## src/rtl/core/ppmfd_pkg.sv

```systemverilog
package ppmfd_pkg;

    // default channel buffer depth
    localparam int MAX_CHANNELS_DEF = 16;

    // fewest buffered channels that make a frame
    localparam int MIN_FRAME_CHANNELS = 2;

    // field widths
    localparam int TIME_W  = 32;
    localparam int VALUE_W = 16;
    localparam int NUM_W   = 4;
    localparam int COUNT_W = 5;
    localparam int S_TDATA_W = 32;
    localparam int M_TDATA_W = 32;

    // configuration port
    localparam int CFG_ADDR_W = 3;
    localparam int CFG_DATA_W = 16;

    localparam logic [CFG_ADDR_W-1:0] REG_SYNC_MIN  = 3'd0;
    localparam logic [CFG_ADDR_W-1:0] REG_SYNC_MAX  = 3'd1;
    localparam logic [CFG_ADDR_W-1:0] REG_CHAN_MIN  = 3'd2;
    localparam logic [CFG_ADDR_W-1:0] REG_CHAN_MAX  = 3'd3;
    localparam logic [CFG_ADDR_W-1:0] REG_CLAMP_MIN = 3'd4;
    localparam logic [CFG_ADDR_W-1:0] REG_CLAMP_MAX = 3'd5;

    localparam logic [CFG_DATA_W-1:0] SYNC_MIN_RST  = 16'd3000;
    localparam logic [CFG_DATA_W-1:0] SYNC_MAX_RST  = 16'd20000;
    localparam logic [CFG_DATA_W-1:0] CHAN_MIN_RST  = 16'd800;
    localparam logic [CFG_DATA_W-1:0] CHAN_MAX_RST  = 16'd2200;
    localparam logic [CFG_DATA_W-1:0] CLAMP_MIN_RST = 16'd1000;
    localparam logic [CFG_DATA_W-1:0] CLAMP_MAX_RST = 16'd2000;

    // commands from the controller to the datapath
    typedef struct packed {
        logic capture;     // take the timestamp, form the interval
        logic set_sync;    // sync gap seen: clear the slot count, set sync
        logic clr_sync;    // lose sync, clear the slot count
        logic store;       // buffer the clamped interval
        logic emit_start;  // latch the frame length, rewind the read index
        logic rd;          // read the store at the read index
        logic ld;          // load the output register from the read data
    } cmd_t;

    // status from the datapath to the controller
    typedef struct packed {
        logic is_sync;     // interval inside the sync window
        logic is_over;     // interval above the sync window
        logic is_chan;     // interval inside the channel window
        logic in_sync;
        logic slot_ge_min; // enough channels buffered for a frame
        logic slot_full;   // buffer holds every channel it can
        logic out_free;    // output register free or being taken
        logic emit_last;   // read index is on the final channel
    } status_t;

endpackage

```

## src/rtl/core/ppmfd_ram.sv

```systemverilog
module ppmfd_ram #(
    parameter int WIDTH = 16,
    parameter int DEPTH = 16,
    localparam int ADDR_W = (DEPTH > 1) ? $clog2(DEPTH) : 1
) (
    input  logic              aclk,
    input  logic              wr_en,
    input  logic [ADDR_W-1:0] wr_addr,
    input  logic [WIDTH-1:0]  wr_data,
    input  logic              rd_en,
    input  logic [ADDR_W-1:0] rd_addr,
    output logic [WIDTH-1:0]  rd_data
);

    logic [WIDTH-1:0] mem [DEPTH];
    logic [WIDTH-1:0] rd_data_reg;

    // one write port, one registered read port
    always_ff @(posedge aclk) begin
        if (wr_en) begin
            mem[wr_addr] <= wr_data;
        end
        if (rd_en) begin
            rd_data_reg <= mem[rd_addr];
        end
    end

    assign rd_data = rd_data_reg;

endmodule

```

## src/rtl/core/ppmfd_ctrl.sv

```systemverilog
module ppmfd_ctrl (
    input  logic               aclk,
    input  logic               aresetn,
    input  logic               s_tvalid,
    output logic               s_tready,
    input  ppmfd_pkg::status_t status,
    output ppmfd_pkg::cmd_t    cmd
);

    localparam logic [1:0] ST_IDLE  = 2'd0;
    localparam logic [1:0] ST_CLASS = 2'd1;
    localparam logic [1:0] ST_RD    = 2'd2;
    localparam logic [1:0] ST_LD    = 2'd3;

    logic [1:0] state_reg;
    logic [1:0] state_next;

    // next state and commands
    always_comb begin
        state_next = state_reg;
        cmd        = '0;
        s_tready   = 1'b0;
        case (state_reg)
            ST_IDLE: begin
                s_tready = 1'b1;
                if (s_tvalid) begin
                    cmd.capture = 1'b1;
                    state_next  = ST_CLASS;
                end
            end
            ST_CLASS: begin
                state_next = ST_IDLE;
                if (status.is_sync) begin
                    cmd.set_sync = 1'b1;
                    if (status.in_sync && status.slot_ge_min) begin
                        cmd.emit_start = 1'b1;
                        state_next     = ST_RD;
                    end
                end else if (status.is_over) begin
                    cmd.clr_sync = 1'b1;
                end else if (status.in_sync && status.is_chan) begin
                    cmd.store = !status.slot_full;
                end else begin
                    cmd.clr_sync = 1'b1;
                end
            end
            ST_RD: begin
                if (status.out_free) begin
                    cmd.rd     = 1'b1;
                    state_next = ST_LD;
                end
            end
            ST_LD: begin
                cmd.ld     = 1'b1;
                state_next = status.emit_last ? ST_IDLE : ST_RD;
            end
            default: begin
                state_next = ST_IDLE;
            end
        endcase
    end

    always_ff @(posedge aclk) begin
        if (!aresetn) begin
            state_reg <= ST_IDLE;
        end else begin
            state_reg <= state_next;
        end
    end

endmodule

```

## src/rtl/core/ppmfd_dp.sv

```systemverilog
module ppmfd_dp #(
    parameter int MAX_CHANNELS = ppmfd_pkg::MAX_CHANNELS_DEF
) (
    input  logic                             aclk,
    input  logic                             aresetn,
    input  logic [ppmfd_pkg::S_TDATA_W-1:0]  s_tdata,
    output logic [ppmfd_pkg::M_TDATA_W-1:0]  m_tdata,
    output logic                             m_tvalid,
    input  logic                             m_tready,
    output logic                             m_tlast,
    input  logic                             cfg_wr_en,
    input  logic [ppmfd_pkg::CFG_ADDR_W-1:0] cfg_addr,
    input  logic [ppmfd_pkg::CFG_DATA_W-1:0] cfg_wr_data,
    input  ppmfd_pkg::cmd_t                  cmd,
    output ppmfd_pkg::status_t               status
);

    localparam int SLOT_W = $clog2(MAX_CHANNELS + 1);
    localparam int IDX_W  = $clog2(MAX_CHANNELS);
    localparam int PAD_W  = ppmfd_pkg::M_TDATA_W - ppmfd_pkg::NUM_W
                          - ppmfd_pkg::VALUE_W - ppmfd_pkg::COUNT_W;

    // configuration registers
    logic [ppmfd_pkg::CFG_DATA_W-1:0] sync_min_reg, sync_max_reg;
    logic [ppmfd_pkg::CFG_DATA_W-1:0] chan_min_reg, chan_max_reg;
    logic [ppmfd_pkg::CFG_DATA_W-1:0] clamp_min_reg, clamp_max_reg;

    // decoder state
    logic [ppmfd_pkg::TIME_W-1:0] prev_reg;
    logic [ppmfd_pkg::TIME_W-1:0] interval_reg;
    logic                         in_sync_reg;
    logic [SLOT_W-1:0]            slot_reg;
    logic [SLOT_W-1:0]            emit_n_reg;
    logic [IDX_W-1:0]             rd_idx_reg;

    // output register
    logic                            m_valid_reg;
    logic [ppmfd_pkg::NUM_W-1:0]     out_num_reg;
    logic [ppmfd_pkg::VALUE_W-1:0]   out_value_reg;
    logic [ppmfd_pkg::COUNT_W-1:0]   out_count_reg;
    logic                            out_last_reg;

    logic [ppmfd_pkg::VALUE_W-1:0] clamp_lo;
    logic [ppmfd_pkg::VALUE_W-1:0] clamped;
    logic [ppmfd_pkg::VALUE_W-1:0] rd_data;
    logic                          emit_last;

    // configuration writes, unknown indexes ignored
    always_ff @(posedge aclk) begin
        if (!aresetn) begin
            sync_min_reg  <= ppmfd_pkg::SYNC_MIN_RST;
            sync_max_reg  <= ppmfd_pkg::SYNC_MAX_RST;
            chan_min_reg  <= ppmfd_pkg::CHAN_MIN_RST;
            chan_max_reg  <= ppmfd_pkg::CHAN_MAX_RST;
            clamp_min_reg <= ppmfd_pkg::CLAMP_MIN_RST;
            clamp_max_reg <= ppmfd_pkg::CLAMP_MAX_RST;
        end else if (cfg_wr_en) begin
            case (cfg_addr)
                ppmfd_pkg::REG_SYNC_MIN:  sync_min_reg  <= cfg_wr_data;
                ppmfd_pkg::REG_SYNC_MAX:  sync_max_reg  <= cfg_wr_data;
                ppmfd_pkg::REG_CHAN_MIN:  chan_min_reg  <= cfg_wr_data;
                ppmfd_pkg::REG_CHAN_MAX:  chan_max_reg  <= cfg_wr_data;
                ppmfd_pkg::REG_CLAMP_MIN: clamp_min_reg <= cfg_wr_data;
                ppmfd_pkg::REG_CLAMP_MAX: clamp_max_reg <= cfg_wr_data;
                default: begin
                end
            endcase
        end
    end

    // interval with 32-bit wrap
    always_ff @(posedge aclk) begin
        if (cmd.capture) begin
            interval_reg <= s_tdata - prev_reg;
        end
    end

    // timestamp, sync flag and slot count
    always_ff @(posedge aclk) begin
        if (!aresetn) begin
            prev_reg    <= '0;
            in_sync_reg <= 1'b0;
            slot_reg    <= '0;
        end else begin
            if (cmd.capture) begin
                prev_reg <= s_tdata;
            end
            if (cmd.set_sync) begin
                in_sync_reg <= 1'b1;
                slot_reg    <= '0;
            end else if (cmd.clr_sync) begin
                in_sync_reg <= 1'b0;
                slot_reg    <= '0;
            end else if (cmd.store) begin
                slot_reg <= slot_reg + SLOT_W'(1);
            end
        end
    end

    // window tests on the interval
    assign status.is_sync = (interval_reg >= ppmfd_pkg::TIME_W'(sync_min_reg))
                         && (interval_reg <= ppmfd_pkg::TIME_W'(sync_max_reg));
    assign status.is_over = interval_reg > ppmfd_pkg::TIME_W'(sync_max_reg);
    assign status.is_chan = (interval_reg >= ppmfd_pkg::TIME_W'(chan_min_reg))
                         && (interval_reg <= ppmfd_pkg::TIME_W'(chan_max_reg));
    assign status.in_sync     = in_sync_reg;
    assign status.slot_ge_min = slot_reg >= SLOT_W'(ppmfd_pkg::MIN_FRAME_CHANNELS);
    assign status.slot_full   = slot_reg == SLOT_W'(MAX_CHANNELS);
    assign status.out_free    = !m_valid_reg || m_tready;
    assign status.emit_last   = emit_last;

    // lower clamp first, then upper
    assign clamp_lo = (interval_reg[ppmfd_pkg::VALUE_W-1:0] < clamp_min_reg)
                    ? clamp_min_reg : interval_reg[ppmfd_pkg::VALUE_W-1:0];
    assign clamped  = (clamp_lo > clamp_max_reg) ? clamp_max_reg : clamp_lo;

    // channel buffer
    ppmfd_ram #(
        .WIDTH (ppmfd_pkg::VALUE_W),
        .DEPTH (MAX_CHANNELS)
    ) u_store (
        .aclk    (aclk),
        .wr_en   (cmd.store),
        .wr_addr (slot_reg[IDX_W-1:0]),
        .wr_data (clamped),
        .rd_en   (cmd.rd),
        .rd_addr (rd_idx_reg),
        .rd_data (rd_data)
    );

    // frame read-out position
    assign emit_last = SLOT_W'(rd_idx_reg) == (emit_n_reg - SLOT_W'(1));

    always_ff @(posedge aclk) begin
        if (!aresetn) begin
            emit_n_reg <= '0;
            rd_idx_reg <= '0;
        end else if (cmd.emit_start) begin
            emit_n_reg <= slot_reg;
            rd_idx_reg <= '0;
        end else if (cmd.ld) begin
            rd_idx_reg <= rd_idx_reg + IDX_W'(1);
        end
    end

    // output register, loaded only when empty
    always_ff @(posedge aclk) begin
        if (!aresetn) begin
            m_valid_reg <= 1'b0;
        end else if (cmd.ld) begin
            m_valid_reg <= 1'b1;
        end else if (m_tready) begin
            m_valid_reg <= 1'b0;
        end
    end

    always_ff @(posedge aclk) begin
        if (cmd.ld) begin
            out_num_reg   <= ppmfd_pkg::NUM_W'(rd_idx_reg);
            out_value_reg <= rd_data;
            out_count_reg <= ppmfd_pkg::COUNT_W'(emit_n_reg);
            out_last_reg  <= emit_last;
        end
    end

    assign m_tvalid = m_valid_reg;
    assign m_tlast  = out_last_reg;
    assign m_tdata  = {{PAD_W{1'b0}}, out_count_reg, out_value_reg, out_num_reg};

endmodule

```

## src/rtl/core/ppm_frame_decoder_core.sv

```systemverilog
// ppm frame decoder
//
// s_ channel: one item per active edge, s_tdata carries the 32-bit
// microsecond timestamp. the block forms the interval to the previous edge
// and classifies it as sync gap, channel pulse or fault.
// m_ channel: when a sync gap closes a frame of two or more buffered
// channels, one item per channel is sent, first channel first, with
// m_tlast high on the final one.
// cfg port: plain write of the six window and clamp registers by index;
// write only while the block is idle.
// sequencing: an item that gives no result is accepted, then classified.
// a frame of n channels is read out in full before the next item is
// accepted: each result needs the registered read of the channel buffer
// and then a load of the output register. the first result follows the
// classify, read and load steps after the closing item is accepted.
// a stalled receiver holds the read-out loop; the final result can wait in
// the output register while the next item is accepted.
// reset: windows and clamps return to their defaults, sync is lost and the
// buffer count is cleared; the buffer contents are not cleared.
module ppm_frame_decoder_core #(
    parameter int MAX_CHANNELS = ppmfd_pkg::MAX_CHANNELS_DEF
) (
    input  logic                             aclk,
    input  logic                             aresetn,
    // fields from bit 0: edge_time_us[31:0]
    input  logic [ppmfd_pkg::S_TDATA_W-1:0]  s_tdata,
    input  logic                             s_tvalid,
    output logic                             s_tready,
    // fields from bit 0: chan_number[3:0], chan_value_us[19:4],
    // frame_channels[24:20], zero pad[31:25]
    output logic [ppmfd_pkg::M_TDATA_W-1:0]  m_tdata,
    output logic                             m_tvalid,
    input  logic                             m_tready,
    output logic                             m_tlast,
    input  logic                             cfg_wr_en,
    input  logic [ppmfd_pkg::CFG_ADDR_W-1:0] cfg_addr,
    input  logic [ppmfd_pkg::CFG_DATA_W-1:0] cfg_wr_data
);

    ppmfd_pkg::cmd_t    cmd;
    ppmfd_pkg::status_t status;

    // sequencer
    ppmfd_ctrl u_ctrl (
        .aclk     (aclk),
        .aresetn  (aresetn),
        .s_tvalid (s_tvalid),
        .s_tready (s_tready),
        .status   (status),
        .cmd      (cmd)
    );

    // interval, windows, buffer and output register
    ppmfd_dp #(
        .MAX_CHANNELS (MAX_CHANNELS)
    ) u_dp (
        .aclk        (aclk),
        .aresetn     (aresetn),
        .s_tdata     (s_tdata),
        .m_tdata     (m_tdata),
        .m_tvalid    (m_tvalid),
        .m_tready    (m_tready),
        .m_tlast     (m_tlast),
        .cfg_wr_en   (cfg_wr_en),
        .cfg_addr    (cfg_addr),
        .cfg_wr_data (cfg_wr_data),
        .cmd         (cmd),
        .status      (status)
    );

`ifndef SYNTHESIS
    // a result is never loaded over one still waiting
    a_ld_into_empty: assert property (@(posedge aclk) disable iff (!aresetn)
        cmd.ld |-> !m_tvalid)
        else $error("output register overwritten");

    // an accepted item is classified before the next is taken
    a_one_item: assert property (@(posedge aclk) disable iff (!aresetn)
        (s_tvalid && s_tready) |=> !s_tready)
        else $error("input accepted during classification");

    // every buffer read is followed by a load of its data
    a_rd_then_ld: assert property (@(posedge aclk) disable iff (!aresetn)
        cmd.rd |=> cmd.ld)
        else $error("buffer read data not loaded");
`endif

endmodule

```

## config.mk

```make
export PLATFORM = sky130hd
export DESIGN_NAME = ppm_frame_decoder_core
export DESIGN_NICKNAME = d
export VERILOG_FILES = /design/src/rtl/core/ppmfd_pkg.sv /design/src/rtl/core/ppmfd_ram.sv /design/src/rtl/core/ppmfd_ctrl.sv /design/src/rtl/core/ppmfd_dp.sv /design/src/rtl/core/ppm_frame_decoder_core.sv
export SDC_FILE = /design/constraint.sdc
export NUM_CORES = 1
export LEC_CHECK = 0
export BUFFER_PORTS_ARGS = -buffer_cell sky130_fd_sc_hd__buf_2
export CAP_MARGIN = 10
export CELL_PAD_IN_SITES_DETAIL_PLACEMENT = 0
export CELL_PAD_IN_SITES_GLOBAL_PLACEMENT = 1
export CORE_ASPECT_RATIO = 0.9
export CORE_MARGIN = 2
export CORE_UTILIZATION = 38
export CTS_BUF_LIST = sky130_fd_sc_hd__clkbuf_16
export DETAILED_ROUTE_END_ITERATION = 8
export GPL_TIMING_DRIVEN = 0
export PLACE_DENSITY = 0.67
export SLEW_MARGIN = 25
export SYNTH_ARGS = -nofsm -noshare
export SYNTH_HDL_FRONTEND = slang
export SYNTH_SLANG_ARGS = --single-unit
export TNS_END_PERCENT = 30
```

## constraint.sdc

```tcl
create_clock -name aclk -period 4.4 [get_ports aclk]
set_clock_uncertainty 0.05 [all_clocks]
set_input_delay 0.88 -clock aclk [delete_from_list [all_inputs] [get_ports aclk]]
set_output_delay 0.88 -clock aclk [all_outputs]
set_load 0.1 [all_outputs]
```

==> results.toml <==
[power_and_ir_drop]
p_per_area_nw_per_um2 = 434
peakVddDrop_mv = 0.310
leakage_nw = 9.29

[sta]
hold_viol = 0
setup_violations = 256
tns_ns = -52.15
rsz0062_at_grt = "true"
fin_ws_ns = -0.246
worst_pin_slew_ns = 1.03
slew_headroom_pct = 31.2
max_freq_mhz = 215
drv_slew = 0
fin_hold_ws_ns = 0.367
post-route-period-util_pct = 106
period_minus_slack_ns = 4.65

[clock_tree]
clk_pin_slew_ns = 0.06
htreeDepth = 2
clkLatencyLatePin_ns = 0.64
ctsLongestPathBuffers = 3
cts-root-buf = "clkbuf_16"
cts_sinks = 476
tritoncts = "yes"
cts-buffers-inserted = 51

[global_routing]
grt_max_degree = 33
grt_pass1_wl_um = 86500
grt_remaining_overflow = 0
grt_pass1_vias = 14100
antenna_found_initial = 0
gr-usage-all-layers_pct = 19.6

[outcome]
failed_checks = "setup timing"
outcome = "complete, but fails checks"

[die]
ios = 91
die-area_sq_um = 59500
die_h_um = 232
rows = 83
start_util_pct = 38.4
die_x_um = 257
coreArea_sq_um = 57000

[critical_path]
critPathMaxFanout = 8
crit_arrival_ns = 4.90
start_kind = "register"
critPathKind = "reg -> reg"
end_kind = "register"
cp.required_ns = 4.65

[placement]
port_buffers = 82
hpwl_um = 37800
preCtsSetupSlack_ns = -0.867
gp_congestion = 0.849
dp_cells = 2589

[yosys]
yosysSeqAreaShare_pct = 58.7
synth_ff_type = "edfxtp_1"
synth_seq_cells = 476
synthCells = 1726
async_flop_share_pct = 0
syn_area_per_cell_sq_um = 12.7
syn_area_sq_um = 21900
yosys_warnings = 0
synth_cell_types = 70
synth_edf_count = 330

[run]
maxCapViolCount = 0

[detailed_routing]
post-route-drc-count = 0
drt_iter0_drc = 989
routed_wl_um = 58200
avgViaCountPerCell = 5.20
vias = 14100
dr.pass1.iters = 8
wl_per_cell_um = 21.4
ant_nets = 0

[min_path]
min_path_type = "reg -> reg"

[final_layout]
drive_gt1_share_pct = 19.6
syn2layout_area_growth_pct = 18.0
fin_nets = 2104
final_core_util_pct = 45.3
stdcell_count = 2718
largest_reg_flops = 256
insertedDiodeCount = 0
[worst paths after layout]
| path | start | endpoint | slack (ns) | depth (start not counted) |
|---|---|---|---|---|
| worst max-delay path | u_dp.interval_reg[9] | u_dp.u_store.mem[12][3] | -0.25 | 17 |
| worst min-delay path | u_dp.u_store.rd_data[10] | u_dp.out_value_reg[10] | 0.37 | 0 |
| worst max register to register | u_dp.interval_reg[9] | u_dp.u_store.mem[12][3] | -0.25 | 17 |
| worst min register to register | u_dp.u_store.rd_data[10] | u_dp.out_value_reg[10] | 0.37 | 0 |
[area by class of cell]
| type | count | area, sq um |
|---|---|---|
| Buffer | 73 | 344 |
| Clock buffer | 51 | 1280 |
| Clock inverter | 40 | 515 |
| Fill cell | 5190 | 31200 |
| Inverter | 138 | 518 |
| Multi-Input combinational cell | 1056 | 8600 |
| Sequential cell | 476 | 12800 |
| Tap cell | 765 | 957 |
| Timing Repair Buffer | 119 | 762 |
[critical path: stages, from the launching register on]
cell	delay, ns
edfxtp_1	0.55
ha_4	0.28
a21o_1	0.16
a21o_1	0.19
a21oi_2	0.14
o211ai_1	0.15
nor2_4	0.25
buf_8	0.18
buf_4	0.14
mux2_2	0.38
ha_1	0.31
nand3_1	0.11
or3_4	0.36
o32a_1	0.33
o31ai_4	0.08
buf_6	0.15
buf_12	0.13
mux2_4	0.37
[metal layers]
layer,track usage (%),vias up,wire [um]
met5,0,-,0
met4,7.41,0,1870
met3,3.16,99,3250
met2,32.0,380,27200
met1,26.2,6973,25900
li1,-,6694,-
[placed cells by master (no fill, tap or decap), drive strengths merged, types with 14 or more instances in the layout]
cell	instances
and2	16
nor2b	18
xnor2	29
nand3	16
nand2	261
clkinv	19
mux4	80
clkbuf	95
a21o	36
mux2	41
nand2b	14
buf	148
o211ai	41
dfxtp	146
nor2	52
nand4	20
edfxtp	330
ha	132
inv	147
a21oi	154
o21ai	29
[metrics by stage]
stage,total power [mW],instance area (sq um)
after global placement,6.41,23300
after detailed placement,6.45,23500
final,11.2,25800
after floorplan,6.04,22000
after CTS,11.3,25700
after global routing,11.6,25800
[what timing repair did]
action                                  in CTS  in global routing
endpoints found under the setup margin     256                271
gates resized for setup                     38                 10
pin swaps                                    6                  2
hold buffers                                 0                  0
setup buffers                               20                  5
gates cloned                                10                  3
[cell families (layout without fill, tap and decap cells)]
group	Yosys count	count (layout)	share of synthesized area (%)
fa+ha+maj	133	133	7.64
xor+xnor	41	41	1.64
buf+inv	211	421	3.85
compound gates	311	311	9.18
other cells	1	7	0.0171
flops	476	476	58.7
mux	116	127	10.1
simple gates	437	437	8.92
[report_power, final]
part,internal [mW],total [mW],switching (mW)
sequential,5.05,5.12,0.0720
combinational,0.617,1.53,0.914
clock,2.71,4.56,1.85
total,8.37,11.2,2.84
[synthesized netlist by cell type (all sizes together), types with 3 or more instances]
cell type,count,area share [%]
edfxtp,330,45
nand2,261,4.5
a21oi,154,3.6
dfxtp,146,13
inv,137,2.4
ha,132,7.6
mux4,80,8.2
nor2,52,0.89
clkbuf,43,0.74
o211ai,41,1.4
a21o,36,1.3
buf,30,0.74
mux2,30,1.5
o21ai,29,0.68
xnor2,29,1.2
nand4,20,0.57
nor2b,18,0.51
and2,16,0.46
nand3,16,0.37
nand2b,14,0.40
o21a,13,0.45
xor2,12,0.48
nor3,10,0.23
nor4,10,0.31
and3,8,0.23
mux2i,6,0.27
a211oi,5,0.17
a21boi,4,0.14
a2111oi,3,0.23
a22oi,3,0.10
a31oi,3,0.15
nor3b,3,0.10
o21bai,3,0.10
(Power assumes the default switching activity.)
